$ cat config.mk
export PLATFORM = sky130hd
export DESIGN_NAME = mmg_div
export DESIGN_NICKNAME = d
export VERILOG_FILES = /design/src/sv/masked_median_gain_estimator_top_defines.svh /design/src/sv/mmg_pkg.sv /design/src/sv/mmg_div.sv
export SDC_FILE = /design/constraint.sdc
export NUM_CORES = 1
export LEC_CHECK = 0
export BUFFER_PORTS_ARGS = -buffer_cell sky130_fd_sc_hd__buf_2
export CORE_MARGIN = 2
export CORE_UTILIZATION = 43
export DETAILED_ROUTE_END_ITERATION = 6
export PLACE_DENSITY = 0.79
export RECOVER_POWER = 25
export SLEW_MARGIN = 20
export SYNTH_ARGS = -nofsm -noshare
export SYNTH_HDL_FRONTEND = slang
export SYNTH_SLANG_ARGS = --single-unit
$ cat constraint.sdc
create_clock -name clk -period 1.81 [get_ports clk]
set_input_delay 0.2715 -clock clk [delete_from_list [all_inputs] [get_ports clk]]
set_output_delay 0.2715 -clock clk [all_outputs]
set_load 0.01 [all_outputs]
$ cat src/sv/masked_median_gain_estimator_top_defines.svh
// ---------------------------------------------------------------------------
// Assertion macros for the masked median gain estimator
// ---------------------------------------------------------------------------
`ifndef MASKED_MEDIAN_GAIN_ESTIMATOR_TOP_DEFINES_SVH
`define MASKED_MEDIAN_GAIN_ESTIMATOR_TOP_DEFINES_SVH

// same-cycle implication, disabled during reset
`define MMG_ASSERT_NOW(lbl, cond, conseq, msg) \
  lbl: assert property (@(posedge clk) disable iff (!rst_n) (cond) |-> (conseq)) else $error(msg);

// next-cycle implication, disabled during reset
`define MMG_ASSERT_NEXT(lbl, cond, conseq, msg) \
  lbl: assert property (@(posedge clk) disable iff (!rst_n) (cond) |=> (conseq)) else $error(msg);

`endif

$ cat src/sv/mmg_pkg.sv
// ---------------------------------------------------------------------------
// mmg_pkg
// Types, constants and codes shared by the masked median gain estimator.
// ---------------------------------------------------------------------------
package mmg_pkg;

  localparam int NUM_CH    = 3;
  localparam int NUM_BINS  = 256;
  localparam int BIN_W     = 8;
  localparam int CH_W      = 2;
  localparam int DEPTH     = NUM_CH * NUM_BINS;
  localparam int ADDR_W    = CH_W + BIN_W;
  localparam int CNT_W     = 20;
  localparam int RUN_W     = CNT_W + BIN_W;
  localparam int GAIN_W    = 12;
  localparam int QUO_W     = 2 * BIN_W;
  localparam int DIV_CNT_W = 4;
  localparam int CFG_IDX_W = 2;

  localparam logic [CNT_W-1:0]  CNT_MAX   = '1;
  localparam logic [ADDR_W-1:0] LAST_ADDR = ADDR_W'(DEPTH - 1);
  localparam logic [CH_W-1:0]   LAST_CH   = CH_W'(NUM_CH - 1);
  localparam logic [GAIN_W-1:0] GAIN_LOW_RST  = 12'd154;
  localparam logic [GAIN_W-1:0] GAIN_HIGH_RST = 12'd435;

  // configuration register indexes
  localparam logic [CFG_IDX_W-1:0] CFG_GAIN_LOW  = 2'd0;
  localparam logic [CFG_IDX_W-1:0] CFG_GAIN_HIGH = 2'd1;

  // channel codes
  localparam logic [CH_W-1:0] CH_BLUE  = 2'd0;
  localparam logic [CH_W-1:0] CH_GREEN = 2'd1;
  localparam logic [CH_W-1:0] CH_RED   = 2'd2;

  typedef enum logic [3:0] {
    ST_CLR,
    ST_IDLE,
    ST_UPD,
    ST_WB,
    ST_SCAN,
    ST_SDRAIN,
    ST_DSTART,
    ST_DWAIT,
    ST_FIN
  } state_t;

  typedef struct packed {
    logic [7:0] frame_blue;
    logic [7:0] frame_green;
    logic [7:0] frame_red;
    logic [7:0] back_blue;
    logic [7:0] back_green;
    logic [7:0] back_red;
    logic       in_sample;
    logic       last_pixel;
  } in_t;

  typedef struct packed {
    logic [GAIN_W-1:0] gain_blue;
    logic [GAIN_W-1:0] gain_green;
    logic [GAIN_W-1:0] gain_red;
    logic              illumination_valid;
    logic [7:0]        frame_median_green;
    logic [7:0]        back_median_green;
  } out_t;

  typedef struct packed {
    logic start;
    logic done;
  } div_ctl_t;

endpackage

$ cat src/sv/mmg_div.sv
// ---------------------------------------------------------------------------
// mmg_div
// Restoring divider, one quotient bit per cycle.
// ---------------------------------------------------------------------------
module mmg_div
  import mmg_pkg::*;
(
  input  logic             clk,
  input  logic             rst_n,
  input  div_ctl_t         ctl_in,
  output div_ctl_t         ctl_out,
  input  logic [QUO_W-1:0] dividend,
  input  logic [BIN_W-1:0] divisor,
  output logic [QUO_W-1:0] quotient
);

  logic                 busy_r;
  logic                 done_r;
  logic [DIV_CNT_W-1:0] cnt_r;
  logic [BIN_W-1:0]     rem_r;
  logic [BIN_W-1:0]     dvs_r;
  logic [QUO_W-1:0]     dvd_r;
  logic [BIN_W:0]       trial;
  logic                 qbit;

  // one trial subtraction per cycle
  assign trial = {rem_r, dvd_r[QUO_W-1]};
  assign qbit  = (trial >= {1'b0, dvs_r});

  always_ff @(posedge clk) begin
    if (!rst_n) begin
      busy_r <= 1'b0;
      done_r <= 1'b0;
      cnt_r  <= '0;
    end else begin
      done_r <= 1'b0;
      if (ctl_in.start && !busy_r) begin
        busy_r <= 1'b1;
        cnt_r  <= '0;
      end else if (busy_r) begin
        cnt_r <= cnt_r + 1'b1;
        if (cnt_r == '1) begin
          busy_r <= 1'b0;
          done_r <= 1'b1;
        end
      end
    end
  end

  // datapath: quotient bits shift into the dividend register
  always_ff @(posedge clk) begin
    if (ctl_in.start && !busy_r) begin
      rem_r <= '0;
      dvs_r <= divisor;
      dvd_r <= dividend;
    end else if (busy_r) begin
      rem_r <= qbit ? BIN_W'(trial - {1'b0, dvs_r}) : trial[BIN_W-1:0];
      dvd_r <= {dvd_r[QUO_W-2:0], qbit};
    end
  end

  assign ctl_out.start = 1'b0;
  assign ctl_out.done  = done_r;
  assign quotient      = dvd_r;

endmodule

==> key figures, run 1 <==
Finish
  • Most frequent cells in the layout: buf_2 (37), edfxtp_1 (24), nand2_1 (19), mux2_2 (16), dfxtp_1 (14)
  • Fillcell total: 346
  • Nets@finish: 268
  • Commonest non-fill, non-tap cell in the layout: buf_2
  • Layout cells sized above 1: 41.1%
  • Finished Core Util: 56.0%
  • Antenna Cells: 0
  • P&R area growth vs syn: 25.1%

GRT
  • First-pass GRT wire length: 6280 microns
  • Initial antenna violation count: 0
  • Total GRT Usage: 15.8%
  • Vias in the first global route: 1410
  • Total grt overflow: 0
  • Largest net degree at the start of global routing: 22

Worst setup path
  • Worst reg-to-reg setup slack: 0.002 ns
  • CP bufs+invs: 0
  • Cell family with most CP delay: adder cells
  • Worst setup EP type: flip-flop
  • CP Max Fanout: 2
  • CP Class: reg -> reg
  • Critical-path cell list: ha_4, fa_2, nor2b_2, o211ai_2, mux2i_1, o311ai_1, o211ai_1
  • Startpoint types: flip-flop
  • CP peak stage delay: 0.42 ns
  • Worst endpoint required time: 1.97 ns
  • Arrival @ worst endpoint: 1.97 ns
  • Crit-path slowest cell: edfxtp_1

Clocking
  • Clock root buffer: clkbuf_8
  • Clock Sinks: 38
  • Clock H-tree levels: 2
  • CTS Hold Buffers Added: 0
  • CTS max path bufs: 2
  • Clock transition at path regs: 0.07 ns
  • Num CTS Buffers: 5
  • CTS tree: done
  • Later-pin clock latency in the skew report: 0.29 ns

Timing
  • Final Hold Violating Endpoints: 0
  • Fin crit share: 99.9%
  • RSZ-0062 raised after global routing: yes
  • Fin worst setup slack: 0.00228 ns
  • Max Clock Skew: 0.00589 ns
  • Post-route minimum period: 1.81 ns
  • Slew margin rel.: 56.3%
  • Final setup viols: 0
  • Max Freq: 0.553 GHz
  • Worst-margin pin slew: 0.653 ns
  • Slew Viols, Final: 0

Placed design
  • Port Buffers: 43
  • Place WS: -0.0602 ns
  • Gp weighted congestion: 0.807
  • DP HPWL: 2840 microns

Power
  • Psw: 0.992 mW
  • P_leak: 1.02 nW
  • Share of total power in combinational logic: 41.1%
  • Clock share of power: 18.9%
  • Switching share of power: 33.8%
  • Flop pwr share: 40.0%
  • Power Density: 1200 nW/um^2
  • Internal: 1.94 mW
  • Maximum vdd drop: 0.773 mV
  • Tot Pwr: 2.94 mW

Yosys
  • Net Count, Synth: 211
  • Yosys warnings: 0
  • Synth Cell Area: 1950 sq um
  • Post-Synthesis Cells: 173
  • Library cells used by synthesis: 40
  • Seq/Total Area, Yosys: 51.3%
  • Mapped Avg Cell Area: 11.3 sq um
  • FF+latch count, synth: 38

Route
  • Antenna Nets Post-Route: 0
  • Vias post-DR: 1464
  • Routed length per instance: 14.0 microns
  • Total wire length: 3960 microns
  • First DRT Iteration DRCs: 53
  • First-pass DRT Iterations: 4
  • Vias per cell: 5.17
  • DRC errors left: 0

Floorplanning
  • Initial Util: 44.8%
  • Num ports: 46
  • Die height: 71.4 microns
  • Die area: 5090 sq um
  • Row count: 24
  • Core area: 4350 sq um
  • Die width: 71.4 microns

Hold path
  • Path type of the worst min-delay path: in -> reg

Run status
  • Status: completed

Job
  • Max-Cap Viols: 0
==> state kept, by name (all words and copies together) (netlist names) <==
signal,count
busy_r,1
rem_r,8
quotient,16
dvs_r,8
done_r,1
cnt_r,4
==> worst paths after layout <==
path,from,endpoint,cells past startpoint
min,divisor[1],dvs_r[1],1
max reg2reg,dvs_r[0],rem_r[6],7
max,dvs_r[0],rem_r[6],7
min reg2reg,cnt_r[3],done_r,2
==> what timing repair did <==
action,in CTS,in global routing
setup buffers,0,2
gates resized for setup,1,11
pin swaps,5,6
setup endpoints to repair,4,7
cloned,0,1
==> cell type report <==
| type | instances | area [sq um] | area share, % |
|---|---|---|---|
| Timing Repair Buffer | 57 | 325 | 13.3 |
| Multi-Input combinational cell | 114 | 915 | 37.5 |
| Sequential cell | 38 | 1000 | 41.0 |
| Clock buffer | 6 | 72.6 | 2.97 |
| Tap cell | 52 | 65.1 | 2.67 |
| Clock inverter | 2 | 8.76 | 0.359 |
| Inverter | 14 | 52.6 | 2.15 |
==> per-layer routing <==
| metal | part of all wire [%] | vias to the layer above | track usage, % |
|---|---|---|---|
| met5 | 0 | - | 0 |
| met1 | 42 | 681 | 18.8 |
| li1 | - | 727 | - |
| met3 | 6.3 | 9 | 4.78 |
| met4 | 2.0 | 0 | 5.66 |
| met2 | 49 | 47 | 26.9 |
==> cell usage after synthesis <==
cell type	count	share of area [%]
o311a_1	1	0.51
inv_1	14	2.7
a21boi_1	1	0.39
a21o_4	1	0.77
nand3_1	5	1.3
o21ai_0	5	1.3
ha_1	9	5.8
mux2i_1	1	0.51
o221ai_1	1	0.45
o211ai_1	4	1.5
and2_1	1	0.32
a21oi_1	5	1.3
mux2_2	16	9.2
edfxtp_1	24	37
nand2_1	19	3.7
o211ai_2	1	0.64
nor3b_1	2	0.77
buf_2	1	0.26
xor2_1	4	1.8
xnor2_1	2	0.90
nor2b_1	5	1.6
o221ai_2	1	0.77
and3_1	1	0.32
nand4_1	2	0.64
a21oi_4	1	0.83
a32o_1	2	1.0
o21ai_1	1	0.26
clkbuf_1	2	0.39
o311ai_1	1	0.45
buf_6	2	1.2
or2_1	1	0.32
a31oi_1	2	0.64
dfxtp_1	14	14
or2_2	1	0.32
nand2b_1	4	1.3
conb_1	1	0.19
buf_4	3	1.2
nor2_1	9	1.7
nor3_1	2	0.51
fa_1	1	1.0
==> stage by stage <==
| step | std cells | hold slack (ns) | instance area [sq um] | setup TNS [ns] |
|---|---|---|---|---|
| 2_1_floorplan | 173 | 0.370 | 1970 | -0.0183 |
| 6_report | 283 | 0.156 | 2440 | 0 |
| 3_5_place_dp | 272 | 0.450 | 2300 | -0.0619 |
| 4_1_cts | 280 | 0.149 | 2380 | -0.0367 |
| 5_1_grt | 283 | 0.141 | 2440 | -0.165 |
| 3_3_place_gp | 272 | 0.448 | 2300 | -0.0407 |
==> power groups by stage <==
| stage | Sequential, mW | Combinational, mW | Clock (mW) |
|---|---|---|---|
| 2_1_floorplan | 1.19 | 0.742 | 0 |
| 3_3_place_gp | 1.18 | 1.03 | 0 |
| 3_5_place_dp | 1.18 | 1.07 | 0 |
| 4_1_cts | 1.17 | 1.08 | 0.565 |
| 5_1_grt | 1.19 | 1.31 | 0.613 |
| 6_report | 1.17 | 1.21 | 0.554 |
==> cells by family after synthesis <==
kind of cell,synth area share [%]
mux,9.75
buf+inv,5.64
other cells,0.192
fa+ha+maj,6.80
xor+xnor,2.69
compound gates,10.8
flops,51.3
simple gates,12.8
(Power assumes the default switching activity.)
==> inputs of run 2 (changes only) <==
--- a/config.mk
+++ b/config.mk
@@ -8,9 +8,11 @@
 export BUFFER_PORTS_ARGS = -buffer_cell sky130_fd_sc_hd__buf_2
 export CORE_MARGIN = 2
 export CORE_UTILIZATION = 43
+export CTS_BUF_LIST = sky130_fd_sc_hd__clkbuf_8
 export DETAILED_ROUTE_END_ITERATION = 6
 export PLACE_DENSITY = 0.79
 export RECOVER_POWER = 25
+export SETUP_SLACK_MARGIN = 0.15
 export SLEW_MARGIN = 20
 export SYNTH_ARGS = -nofsm -noshare
 export SYNTH_HDL_FRONTEND = slang
==> run 2 against run 1 <==
Against the previous run:
- flip-flop and latch count unchanged
- power grew 8.8%
- combinational power grew 20%
- worst setup slack barely moved
- maximum frequency is essentially flat
- clock power is 1% lower
- sequential share of layout area shrank 2.5 points
- final cell count is 0.71% higher
- wire length up 4.6%
- die area unchanged
- non-clock buffer count is 2 higher
- hold slack about the same
- critical path type unchanged
- critical endpoint is now quotient[0]
- highest routed layer unchanged
==> key figures, run 2 (synthesis results as in run 1) <==
Run status
  • Status: completed (unchanged)

Placed design
  • DP HPWL: 2840 microns (unchanged)
  • Placed cell area: 2300 sq um (unchanged)
  • Place WS: -0.0602 ns (unchanged)
  • Port Buffers: 43 (unchanged)
  • Gp weighted congestion: 0.807 (unchanged)

Finish
  • P&R area growth vs syn: 33.2% (was 25.1%)
  • Area occupied by multi-input gates: 1040 sq um (was 915 sq um)
  • Fillcell total: 324 (was 346)
  • Final Instance Area: 2600 sq um (was 2440 sq um)
  • Largest register FFs: 16 (unchanged)
  • Layout cells sized above 1: 48.9% (was 41.1%)
  • Finished Core Util: 59.7% (was 56.0%)
  • Nets@finish: 270 (was 268)
  • FF+latch area: 1000 sq um (unchanged)
  • Most frequent cells in the layout: buf_2 (37), edfxtp_1 (24), nand2_1 (17), mux2_2 (15), dfxtp_1 (14) (was buf_2 (37), edfxtp_1 (24), nand2_1 (19), mux2_2 (16), dfxtp_1 (14))
  • Commonest non-fill, non-tap cell in the layout: buf_2 (unchanged)
  • Antenna Cells: 0 (unchanged)

Power
  • Power Density: 1230 nW/um^2 (was 1200 nW/um^2)
  • Internal: 2.09 mW (was 1.94 mW)
  • Flop pwr share: 37.5% (was 40.0%)
  • Clock share of power: 17.1% (was 18.9%)
  • Maximum vdd drop: 0.768 mV (was 0.773 mV)
  • Switching share of power: 34.4% (was 33.8%)
  • P_leak: 1.05 nW (was 1.02 nW)
  • Tot Pwr: 3.19 mW (was 2.94 mW)
  • Psw: 1.10 mW (was 0.992 mW)
  • Share of total power in combinational logic: 45.4% (was 41.1%)

Timing
  • Final setup viols: 0 (unchanged)
  • RSZ-0062 raised after global routing: yes (unchanged)
  • Fin crit share: 99.8% (was 99.9%)
  • Max Clock Skew: 0.00221 ns (was 0.00589 ns)
  • Fin worst setup slack: 0.00273 ns (was 0.00228 ns)
  • Final Hold Violating Endpoints: 0 (unchanged)
  • Hold WS: 0.156 ns (about the same)
  • Slew Viols, Final: 0 (unchanged)
  • Max Freq: 0.553 GHz (about the same)
  • Post-route minimum period: 1.81 ns (about the same)

Worst setup path
  • Worst reg-to-reg setup slack: 0.003 ns (was 0.002 ns)
  • FF-to-FF path depth: 8 (was 7)
  • Reg2reg end: quotient[0] (was rem_r[6])
  • CP Max Fanout: 5 (was 2)
  • CP Class: reg -> reg (unchanged)
  • Crit Reg-Reg Startpoint: quotient[15] (was dvs_r[0])
  • Worst endpoint required time: 1.85 ns (was 1.97 ns)
  • Worst setup EP type: flip-flop (unchanged)
  • Arrival @ worst endpoint: 1.85 ns (was 1.97 ns)
  • Startpoint types: flip-flop (unchanged)

Route
  • Vias post-DR: 1499 (was 1464)
  • Total wire length: 4140 microns (was 3960 microns)
  • DRC errors left: 0 (unchanged)
  • Antenna Nets Post-Route: 0 (unchanged)
  • Vias per cell: 5.26 (was 5.17)
  • First-pass DRT Iterations: 6 (was 4)
  • First DRT Iteration DRCs: 52 (was 53)
  • Routed length per instance: 14.5 microns (was 14.0 microns)

Clocking
  • Clock root buffer: clkbuf_8 (unchanged)
  • Clock Sinks: 38 (unchanged)
  • CTS max path bufs: 2 (unchanged)
  • Later-pin clock latency in the skew report: 0.28 ns (was 0.29 ns)
  • Num CTS Buffers: 5 (unchanged)
  • Clock H-tree levels: 2 (unchanged)
  • CTS tree: done (unchanged)
  • Clock transition at path regs: 0.07 ns (about the same)

Hold path
  • Hold Path Origin: divisor[4] (was divisor[1])
  • Path type of the worst min-delay path: in -> reg (unchanged)
  • Hold path endpoint: dvs_r[4] (was dvs_r[1])
  • Hold depth: 1 (unchanged)

GRT
  • Largest net degree at the start of global routing: 22 (unchanged)
  • Initial antenna violation count: 0 (unchanged)
  • Vias in the first global route: 1491 (was 1410)
  • Total GRT Usage: 17.1% (was 15.8%)
  • First-pass GRT wire length: 6780 microns (was 6280 microns)
  • Total grt overflow: 0 (unchanged)

Floorplanning
  • Die height: 71.4 microns (unchanged)
  • Row count: 24 (unchanged)
  • Die width: 71.4 microns (unchanged)
  • Initial Util: 44.8% (unchanged)
  • Num ports: 46 (unchanged)
  • Core area: 4350 sq um (unchanged)
  • Die area: 5090 sq um (unchanged)

Job
  • Max-Cap Viols: 0 (unchanged)
==> run 2: area by class of cell <==
cell class                      count  area share [%]
Multi-Input combinational cell    114            40.1
Sequential cell                    38            38.5
Timing Repair Buffer               59            13.7
Clock buffer                        5            2.65
Tap cell                           52            2.50
Inverter                           14            2.02
Clock inverter                      3           0.482
==> run 2: critical path, stage by stage, from the launching register on <==
cell and delay, ns:
edfxtp_1 0.40, inv_2 0.10, ha_4 0.14, buf_4 0.10, buf_6 0.09, nor2b_4 0.15
o21ai_4 0.07, a21o_4 0.26, mux2_4 0.27
==> run 2: worst max-delay path by stage <==
stage                      start           to  slack (ns)  cells after the start
finish              quotient[15]  quotient[0]       0.003                      8
global route            dvs_r[0]     rem_r[6]        -0.1                      7
CTS                     dvs_r[0]     rem_r[6]       -0.04                      7
detailed placement      dvs_r[0]     rem_r[6]       -0.06                      7
global placement        dvs_r[0]     rem_r[6]       -0.04                      7
floorplan               dvs_r[6]  quotient[0]       -0.02                      8
==> run 2: power groups by stage <==
stage          clock network [mW]  logic (mW)  registers, mW
2_1_floorplan                   0       0.742           1.19
6_report                    0.546        1.45           1.20
5_1_grt                     0.607        1.56           1.21
4_1_cts                     0.560        1.37           1.19
3_5_place_dp                    0        1.07           1.18
3_3_place_gp                    0        1.03           1.18
==> run 2: per-layer routing <==
layer | up-vias | track usage (%) | wire (microns)
met1 | 705 | 19.8 | 1720
li1 | 735 | - | -
met5 | - | 0 | 0
met2 | 46 | 29.2 | 2100
met3 | 13 | 4.78 | 213
met4 | 0 | 7.76 | 103
==> run 2: stage by stage <==
| step | TNS, ns | instances |
|---|---|---|
| after floorplan | -0.0183 | 173 |
| after global routing | -0.279 | 285 |
| after CTS | -0.0351 | 285 |
| after detailed placement | -0.0619 | 272 |
| final | 0 | 285 |
| after global placement | -0.0407 | 272 |
==> run 2: repair_timing <==
item	in CTS	in global routing
setup endpoints to repair	8	24
gates cloned	1	0
hold buffers	0	0
hold endpoints to repair	0	0
setup buffers	4	0
pin swaps	13	9
gates resized for setup	32	8
==> inputs of run 3 (changes only) <==
--- a/config.mk
+++ b/config.mk
@@ -10,7 +10,7 @@
 export CORE_UTILIZATION = 43
 export CTS_BUF_LIST = sky130_fd_sc_hd__clkbuf_8
 export DETAILED_ROUTE_END_ITERATION = 6
-export PLACE_DENSITY = 0.79
+export PLACE_DENSITY = 0.76
 export RECOVER_POWER = 25
 export SETUP_SLACK_MARGIN = 0.15
 export SLEW_MARGIN = 20
==> constraint.sdc (replaced) <==
create_clock -name clk -period 2 [get_ports clk]
set_input_delay 0.3 -clock clk [delete_from_list [all_inputs] [get_ports clk]]
set_output_delay 0.3 -clock clk [all_outputs]
set_load 0.01 [all_outputs]
==> run 3 against run 2 <==
Against the previous run:
- global-route usage down 2.8 points
- largest cell class is now flip-flops and latches
- clock power shrank 12%
- die area unchanged
- design area is 8.9% lower
- final cell count fell by 1.4%
- register-to-register slack improved by 0.17 ns
- critical path type unchanged
- flip-flop and latch count stayed put
- worst setup slack improved by 0.17 ns
- first-iteration DRC count decreased by 33%
- power down 22%
==> key figures, run 3 (synthesis results as in run 1) <==
GRT
  • Total GRT Usage: 14.2% (was 17.1%)
  • Vias in the first global route: 1329 (was 1491)
  • Largest net degree at the start of global routing: 21 (was 22)
  • First-pass GRT wire length: 5700 microns (was 6780 microns)
  • Total grt overflow: 0 (unchanged)
  • Initial antenna violation count: 0 (unchanged)

Finish
  • Finished Core Util: 54.3% (was 59.7%)
  • Commonest non-fill, non-tap cell in the layout: buf_2 (unchanged)
  • Final Non-Filler Cells: 281 (was 285)
  • Layout cells sized above 1: 36.7% (was 48.9%)
  • Antenna Cells: 0 (unchanged)
  • Largest register FFs: 16 (unchanged)
  • Fillcell total: 374 (was 324)
  • P&R area growth vs syn: 21.3% (was 33.2%)
  • Nets@finish: 266 (was 270)
  • Most frequent cells in the layout: buf_2 (41), edfxtp_1 (24), nand2_1 (19), inv_1 (16), mux2_2 (16) (was buf_2 (37), edfxtp_1 (24), nand2_1 (17), mux2_2 (15), dfxtp_1 (14))

Route
  • Routed length per instance: 12.4 microns (was 14.5 microns)
  • WL met3: 210 microns (was 213 microns)
  • Antenna Nets Post-Route: 0 (unchanged)
  • Top layer in use: met4 (unchanged)
  • Vias post-DR: 1411 (was 1499)
  • First-pass DRT Iterations: 4 (was 6)
  • WL met2: 1600 microns (was 2100 microns)
  • Total wire length: 3490 microns (was 4140 microns)
  • Vias per cell: 5.02 (was 5.26)
  • Post-Route M1 WL: 1620 microns (was 1720 microns)
  • DRC errors left: 0 (unchanged)
  • First DRT Iteration DRCs: 35 (was 52)

Timing
  • RSZ-0062 raised after global routing: yes (unchanged)
  • Final Hold Violating Endpoints: 0 (unchanged)
  • Final setup viols: 0 (unchanged)
  • Hold WS: 0.181 ns (was 0.156 ns)
  • TNS Setup: 0 ns (unchanged)
  • Fin crit share: 91.4% (was 99.8%)
  • Max Freq: 0.547 GHz (was 0.553 GHz)
  • Fin worst setup slack: 0.172 ns (was 0.00273 ns)
  • Max Clock Skew: 0.00881 ns (was 0.00221 ns)
  • Post-route minimum period: 1.83 ns (was 1.81 ns)
  • Slew Viols, Final: 0 (unchanged)

Hold path
  • Hold path endpoint: dvs_r[4] (unchanged)
  • Path type of the worst min-delay path: in -> reg (unchanged)
  • Hold Path Origin: divisor[4] (unchanged)
  • Hold depth: 1 (unchanged)

Placed design
  • Place WS: 0.0860 ns (was -0.0602 ns)
  • Total placed cells including tap cells: 268 (was 272)
  • Gp weighted congestion: 0.818 (was 0.807)
  • Port Buffers: 43 (unchanged)
  • DP HPWL: 2510 microns (was 2840 microns)

Clocking
  • Clock transition at path regs: 0.07 ns (about the same)
  • Clock root buffer: clkbuf_8 (unchanged)
  • Clock Sinks: 38 (unchanged)
  • CTS max path bufs: 2 (unchanged)
  • Clock H-tree levels: 2 (unchanged)
  • Num CTS Buffers: 5 (unchanged)
  • CTS tree: done (unchanged)
  • Later-pin clock latency in the skew report: 0.29 ns (was 0.28 ns)

Floorplanning
  • Die width: 71.4 microns (unchanged)
  • Die height: 71.4 microns (unchanged)
  • Row count: 24 (unchanged)
  • Initial Util: 44.8% (unchanged)
  • Core area: 4350 sq um (unchanged)
  • Die area: 5090 sq um (unchanged)
  • Num ports: 46 (unchanged)

Worst setup path
  • Worst reg-to-reg setup slack: 0.17 ns (was 0.003 ns)
  • CP Class: reg -> reg (unchanged)
  • Arrival @ worst endpoint: 1.99 ns (was 1.85 ns)
  • CP peak stage delay: 0.42 ns (was 0.40 ns)
  • CP Max Fanout: 2 (was 5)
  • Crit-path slowest cell: edfxtp_1 (unchanged)
  • Startpoint types: flip-flop (unchanged)
  • Cell family with most CP delay: adder cells (was flip-flops)
  • CP bufs+invs: 0 (was 3)
  • Worst endpoint required time: 2.16 ns (was 1.85 ns)
  • Reg2reg end: rem_r[6] (was quotient[0])
  • Worst setup EP type: flip-flop (unchanged)
  • Crit Reg-Reg Startpoint: dvs_r[0] (was quotient[15])
  • Critical-path cell list: ha_4, fa_2, nor2b_2, o211ai_2, mux2i_1, o311ai_1, o211ai_1 (was inv_2, ha_4, buf_4, buf_6, nor2b_4, o21ai_4, a21o_4, mux2_4)
  • FF-to-FF path depth: 7 (was 8)

Power
  • Power Density: 1050 nW/um^2 (was 1230 nW/um^2)
  • Maximum vdd drop: 0.598 mV (was 0.768 mV)
  • P_leak: 1.02 nW (was 1.05 nW)

Run status
  • Status: completed (unchanged)

Job
  • Max-Cap Viols: 0 (unchanged)
[run 3: layout make-up]
type / count / area [sq um] / area share (%)
clock inverters: 3 / 11.3 / 0.476
inverters: 14 / 52.6 / 2.22
repair buffers: 56 / 307 / 13.0
flip-flops and latches: 38 / 1000 / 42.3
clock buffers: 5 / 68.8 / 2.91
well taps: 52 / 65.1 / 2.75
multi-input cells: 113 / 861 / 36.4
[run 3: metal layers]
| layer | track usage, % | vias to the layer above |
|---|---|---|
| met5 | 0 | - |
| met4 | 5.03 | 0 |
| met3 | 4.78 | 6 |
| met2 | 21.6 | 35 |
| met1 | 19.1 | 651 |
| li1 | - | 719 |
[run 3: how the worst max path moves through the flow]
stage,startpoint,cells past startpoint,end
floorplan,quotient[15],8,rem_r[6]
global placement,quotient[15],8,rem_r[6]
detailed placement,quotient[15],8,rem_r[6]
CTS,dvs_r[0],7,rem_r[6]
global route,dvs_r[0],7,rem_r[6]
finish,dvs_r[0],7,rem_r[6]
[run 3: per-stage QoR]
step / area [sq um] / power [mW]
after detailed placement: 2240 / 1.94
after global placement: 2240 / 1.92
after floorplan: 1960 / 1.75
final: 2370 / 2.49
after CTS: 2350 / 2.44
after global routing: 2370 / 2.66
[run 3: power by group]
group          switching [mW]  internal (mW)  total, mW
clock                   0.249          0.232      0.482
sequential             0.0804          0.976       1.06
combinational           0.482          0.467      0.949
[run 3: what timing repair did]
action,in CTS,in global routing
resized for setup,1,3
setup buffers,2,3
pin swaps,5,4
endpoints found under the setup margin,1,6
hold buffers,0,0
